$ cat config.mk
export PLATFORM = sky130hd
export DESIGN_NAME = dtog_cmdq
export DESIGN_NICKNAME = d
export VERILOG_FILES = /design/src/sv/dtog_pkg.sv /design/src/sv/dtog_cmdq.sv
export SDC_FILE = /design/constraint.sdc
export NUM_CORES = 1
export LEC_CHECK = 0
export BUFFER_PORTS_ARGS = -buffer_cell sky130_fd_sc_hd__buf_2
export CORE_ASPECT_RATIO = 0.5
export CORE_UTILIZATION = 31
export DETAILED_ROUTE_END_ITERATION = 8
export GPL_ROUTABILITY_DRIVEN = 0
export SKIP_CTS_REPAIR_TIMING = 1
export SLEW_MARGIN = 20
export SYNTH_ARGS = -nofsm -noshare
export SYNTH_HDL_FRONTEND = slang
export SYNTH_SLANG_ARGS = --single-unit
$ cat constraint.sdc
create_clock -name i_clk -period 6.25 [get_ports i_clk]
set_input_delay 0 -clock i_clk [delete_from_list [all_inputs] [get_ports i_clk]]
set_output_delay 0 -clock i_clk [all_outputs]
set_load 0.02 [all_outputs]
$ cat src/sv/dtog_pkg.sv
// ----------------------------------------------------------------------------
// dtog_pkg
// Shared types and constants for the depth to occupancy grid block.
// ----------------------------------------------------------------------------
`default_nettype none

package dtog_pkg;

    localparam int MAP_ROWS_DEF = 256;
    localparam int MAP_COLS_DEF = 256;

    localparam int CFG_IDX_W  = 3;
    localparam int CFG_DATA_W = 32;

    localparam int CMDQ_DEPTH = 2;
    localparam int CMDQ_PTR_W = 1;

    typedef enum logic [CFG_IDX_W-1:0] {
        REG_METERS_PER_UNIT = 3'd0,
        REG_CENTER_COL      = 3'd1,
        REG_CENTER_ROW      = 3'd2,
        REG_INV_FOCAL_COL   = 3'd3,
        REG_INV_FOCAL_ROW   = 3'd4,
        REG_CELLS_PER_METER = 3'd5,
        REG_FLOOR_LIMIT     = 3'd6
    } t_reg_idx;

    localparam logic [31:0] CFG_METERS_PER_UNIT_RST = 32'd4294967;
    localparam logic [15:0] CFG_CENTER_COL_RST      = 16'd5120;
    localparam logic [15:0] CFG_CENTER_ROW_RST      = 16'd3840;
    localparam logic [23:0] CFG_INV_FOCAL_COL_RST   = 24'd31957;
    localparam logic [23:0] CFG_INV_FOCAL_ROW_RST   = 24'd31957;
    localparam logic [15:0] CFG_CELLS_PER_METER_RST = 16'd5120;
    localparam logic [15:0] CFG_FLOOR_LIMIT_RST     = 16'hFF26;

    typedef struct packed {
        logic [31:0] meters_per_unit;
        logic [15:0] center_col;
        logic [15:0] center_row;
        logic [23:0] inv_focal_col;
        logic [23:0] inv_focal_row;
        logic [15:0] cells_per_meter;
        logic [15:0] floor_limit;
    } t_cfg;

    typedef enum logic [1:0] {
        KIND_NONE   = 2'd0,
        KIND_MARK   = 2'd1,
        KIND_READ   = 2'd2,
        KIND_SAMPLE = 2'd3
    } t_kind;

    typedef struct packed {
        t_kind       kind;
        logic [7:0]  cell_row;
        logic [7:0]  cell_col;
        logic [4:0]  bit_sel;
    } t_cmd;

endpackage

`default_nettype wire

$ cat src/sv/dtog_cmdq.sv
// ----------------------------------------------------------------------------
// dtog_cmdq
// Short command queue between the projection front end and the map back end.
// ----------------------------------------------------------------------------
`default_nettype none

module dtog_cmdq #(
    parameter int AW = 11
) (
    input  wire logic           i_clk,
    input  wire logic           i_rst_n,
    input  wire logic           i_push,
    input  wire dtog_pkg::t_cmd i_cmd,
    input  wire logic [AW-1:0]  i_addr,
    output logic                o_full,
    output logic                o_vld,
    input  wire logic           i_pop,
    output dtog_pkg::t_cmd      o_cmd,
    output logic [AW-1:0]       o_addr
);

    dtog_pkg::t_cmd                   r_cmd  [dtog_pkg::CMDQ_DEPTH];
    logic [AW-1:0]                    r_addr [dtog_pkg::CMDQ_DEPTH];
    logic [dtog_pkg::CMDQ_PTR_W-1:0]  r_wr_ptr, r_rd_ptr;
    logic [dtog_pkg::CMDQ_PTR_W:0]    r_count;
    logic                             w_wr, w_rd;

    assign o_full = (r_count == (dtog_pkg::CMDQ_PTR_W+1)'(dtog_pkg::CMDQ_DEPTH));
    assign o_vld  = (r_count != '0);
    assign w_wr   = i_push && !o_full;
    assign w_rd   = i_pop && o_vld;
    assign o_cmd  = r_cmd[r_rd_ptr];
    assign o_addr = r_addr[r_rd_ptr];

    always_ff @(posedge i_clk) begin
        if (!i_rst_n) begin
            r_wr_ptr <= '0;
            r_rd_ptr <= '0;
            r_count  <= '0;
        end else begin
            if (w_wr) begin
                r_wr_ptr <= r_wr_ptr + 1'b1;
            end
            if (w_rd) begin
                r_rd_ptr <= r_rd_ptr + 1'b1;
            end
            if (w_wr && !w_rd) begin
                r_count <= r_count + 1'b1;
            end else if (w_rd && !w_wr) begin
                r_count <= r_count - 1'b1;
            end
        end
    end

    always_ff @(posedge i_clk) begin
        if (w_wr) begin
            r_cmd[r_wr_ptr]  <= i_cmd;
            r_addr[r_wr_ptr] <= i_addr;
        end
    end

endmodule

`default_nettype wire

# After elaboration in Yosys (flattened, before gate mapping)
# Memories as Yosys holds them, arrays and structs flattened. A register that Yosys moved wholly into a read port is not among the register bits.
# Cells that the tools add are included.
# word_totals
ff_bits	4
mem_bits_rw	68
input_bits	38
out_inout_bits	36
elab_cells	27
mem_count	2
# classes
addsub	4
eq_ne	1
n_mux	8
n_reduce_logical	9
# mem_list
name	words	width	rd	rd_ports_with_merged_regs	wr	line	text
r_cmd	2	23	1	1	1	dtog_cmdq.sv:22	dtog_pkg::t_cmd r_cmd [dtog_pkg::CMDQ_DEPTH];
r_addr	2	11	1	1	1	dtog_cmdq.sv:23	logic [AW-1:0] r_addr [dtog_pkg::CMDQ_DEPTH];
# ops
operator	n
$mux W1	6
$logic_and A1 B1 Y1	4
$mux W2	2
$reduce_bool A2 Y1	2
$logic_not A1 Y1	3
$add A1 B1 Y1 const B	2
$add A2 B1 Y2 const B	1
$eq A2 B2 Y1 const B	1
$sub A2 B1 Y2 const B	1

# Longest topological paths before layout
# logic_depth
ltp_word	7
depth_mapped	7
mapped_depth_nobuf	7

# Least setup slack after synthesis
# OpenSTA, ideal clock, no wires.
# synth_timing
kind	flip-flop to flip-flop
start	register r_count[0] (netlist name)
end	memory r_addr[0][0] (enable)
setup_time_ns	0.421
arrival_time_ns	1.986
required_time_ns	5.829
slack_ns	3.843
path_stages_with_launch	4
path_buffers	0
synth_period_minus_slack_ns	2.407
cell_sequence	dfxtp_1 > nand2b_1 > inv_2 > nor3_2
# synth_between
elab_chain_cells	5
# synth_lines
element	line	text
start: declaration	dtog_cmdq.sv:25	logic [dtog_pkg::CMDQ_PTR_W:0] r_count;
start signal: assignment	dtog_cmdq.sv:48	r_count <= r_count + 1'b1;
start signal: assignment	dtog_cmdq.sv:50	r_count <= r_count - 1'b1;
$eq A2 B2 Y1	dtog_cmdq.sv:28	assign o_full = (r_count == (dtog_pkg::CMDQ_PTR_W+1)'(dtog_pkg::CMDQ_DEPTH));
named net o_full	dtog_cmdq.sv:15	output logic o_full,
$logic_not A1 Y1	dtog_cmdq.sv:30	assign w_wr = i_push && !o_full;
$logic_and A1 B1 Y1	dtog_cmdq.sv:30	
$mux W1	dtog_cmdq.sv:56	if (w_wr) begin
$mux W1 (not written as such)	dtog_cmdq.sv:58	r_addr[r_wr_ptr] <= i_addr;
end: declaration	dtog_cmdq.sv:23	
# The timed path passes the listed nets, and every way through them passes these cells.

==> reports/qor.yml <==
detailed_routing:
  drtIter0Drc: 62
  wl_per_cell_um: 13.1
  first_pass_iters: 4
  viasPerCell: 4.13
  wl_um: 4770
  via_count: 1503
  ant_nets: 0
  drc: 0
floorplanning:
  rows: 23
  boundaryPins: 74
  die_w_um: 134
  initial_core_util_pct: 32.8
  die_h_um: 67.9
  core_mm2: 0.00820
  die-area_mm2: 0.00907
logic_synthesis:
  async_reset_ff_share_pct: 0
  synth_top_cell_by_area: "edfxtp_1"
  ys_types: 22
  yosysTopAreaCellShare_pct: 75.9
  synthCells: 131
  synth_most_common_cell: "edfxtp_1"
  synth_area_per_cell_um2: 20.5
  ys_seq_area_share_pct: 79.7
  synth.area.top_cells: "edfxtp_1, mux2_2, dfxtp_1"
  synthFlopType: "edfxtp_1"
  synthesis.area_mm2: 0.00269
  synth_edf_count: 68
  yosys_warnings: 0
  synth_common_cells: "edfxtp_1, mux2_2, dfxtp_1"
  ys_ff_latch: 73
  synth_fp_nets: 170
setup_path:
  slowest_delay_ps: 880
  crit_slowest_cell: "dfxtp_2"
  required_ps: 6250
  path_delay_family: "flip-flops"
  path_cells: "mux2_2 -> buf_2"
  critPathKind: "reg -> out"
  cp-start-kind: "register"
  critPathMaxFanout: 34
  crit_buf_inv: 1
  end_kind: "output pin"
  crit_arrival_ps: 1790
timing:
  hold_violations: 0
  skew_ps: 4.03
  slew_violations: 0
  final.setup.tns_ps: 0
  max_slew.worst_pin.slew_ps: 838
  setup_viol: 0
  maxSlewHeadroom_pct: 44.1
  fin_crit_ps: 1790
  timing.fmax_mhz: 558
  rsz0062_at_grt: "no"
  final.period_utilization_pct: 28.7
clocking:
  htreeDepth: 3
  cts.sink_count: 73
  insertion_delay_ps: 320
  cts_root_buffer: "clkbuf_16"
  clk_pin_slew_ps: 50
  numCtsBuffers: 9
  max-clock-path-buffers: 2
  cts_tree: "done"
grt:
  grt-busiest-layer: "met2"
  grt_max_degree: 36
  met3_usage_pct: 5.48
  met1_usage_pct: 10.7
  grt_antenna_before_repair: 0
  first_global_vias: 1491
  grt_pass1_wl_um: 6980
  grt_util_met2_pct: 19.4
  gr-total-overflow: 0
  grt_use_total_pct: 10.8
final_layout:
  ff_latch_area_mm2: 0.00214
  areaGrowthSynthToFinish_pct: 43.3
  drive_above_1_share_pct: 50.8
  multi_input_area_um2: 519
  num_antenna_cells: 0
  nets: 286
  final_cells: 364
  final_area_mm2: 0.00385
  fillers: 715
run:
  drv_cap: 0
place:
  placed_area_mm2: 0.00318
  dp_hpwl_um: 2980
  portBuffers: 73
  dp.cells: 313
pwr:
  p_leak_nw: 1.46
  pwr-share-seq_pct: 41.9
  power.switching_w: 0.000451
  power_frac_comb_pct: 24.6
  intPower_w: 0.00114
  p_per_area_mw_per_mm2: 414
  swShare_pct: 28.3
  peakVddDrop_mv: 0.183
  p_clk_share_pct: 33.5
outcome:
  outcome: "finished, final reports clean"
hold_path:
  hold_path_class: "in -> reg"
==> registers in the layout, summed over array words and instances, names as in the netlist, named ones only <==
name and flops:
r_addr 22, r_cmd 46, r_count 2, r_rd_ptr 1, r_wr_ptr 1
==> cells by family (layout without fill, tap and decap cells) <==
logic type / Yosys count / in the layout / synth area share [%]
xor+xnor: 3 / 3 / 0.977
compound gates: 5 / 5 / 1.21
buf+inv: 6 / 127 / 1.30
simple gates: 9 / 9 / 2.14
flops: 73 / 73 / 79.7
fa+ha+maj: 1 / 1 / 0.465
mux: 34 / 34 / 14.2
==> through the flow <==
step           hold WS (ps)  util, %  setup WS [ps]  power (W)
2_1_floorplan          98.9        -           3840   0.000937
3_3_place_gp            190     38.8           4560    0.00105
3_5_place_dp            191     38.8           4520    0.00106
4_1_cts                -150     42.7           4410    0.00160
5_1_grt                76.0     47.0           4330    0.00167
6_report               79.7     47.0           4460    0.00159
==> layout make-up <==
class	count	area share, %
Multi-Input combinational cell	52	13.5
Timing Repair Buffer	109	18.8
Sequential cell	73	55.6
Tap cell	112	3.64
Inverter	2	0.195
Clock inverter	7	2.47
Clock buffer	9	5.84
==> power by group through the flow <==
stage	logic, W	clock network, W	registers, W
6_report	0.000393	0.000534	0.000668
5_1_grt	0.000424	0.000565	0.000679
4_1_cts	0.000383	0.000544	0.000670
3_5_place_dp	0.000381	0	0.000680
3_3_place_gp	0.000375	0	0.000674
2_1_floorplan	0.000295	0	0.000642
==> metal layers <==
| metal | share of wire [%] | vias up |
|---|---|---|
| met5 | 0 | - |
| met4 | 0.99 | 0 |
| met3 | 5.2 | 6 |
| met2 | 54 | 28 |
| met1 | 40 | 731 |
| li1 | - | 738 |
==> tightest hold or removal path, cell delays in order <==
cell and delay [ps]:
buf_2 100, a21boi_0 80, o21a_1 170
==> final timing paths <==
kind	startpoint	end	slack, ps	depth (start not counted)
max	register	o_addr[1]	4460	2
min	i_push	r_wr_ptr	80	3
max reg2reg	r_count[0]	r_addr[1][9]	4550	2
min reg2reg	r_count[1]	r_count[1]	520	2
==> cell usage in the layout, fill, tap and decap left out, drive strengths merged <==
cell / count
a21boi: 2
and2: 3
and3: 1
buf: 74
bufinv: 2
clkbuf: 9
clkinv: 5
dfxtp: 5
dlygate4sd3: 35
edfxtp: 68
ha: 1
inv: 2
mux2: 34
nand2b: 1
nor2: 1
nor3: 1
o21a: 1
o21ai: 2
or2: 1
or3: 1
xnor2: 2
xor2: 1
Note: power is estimated with default switching activity, not from simulation.
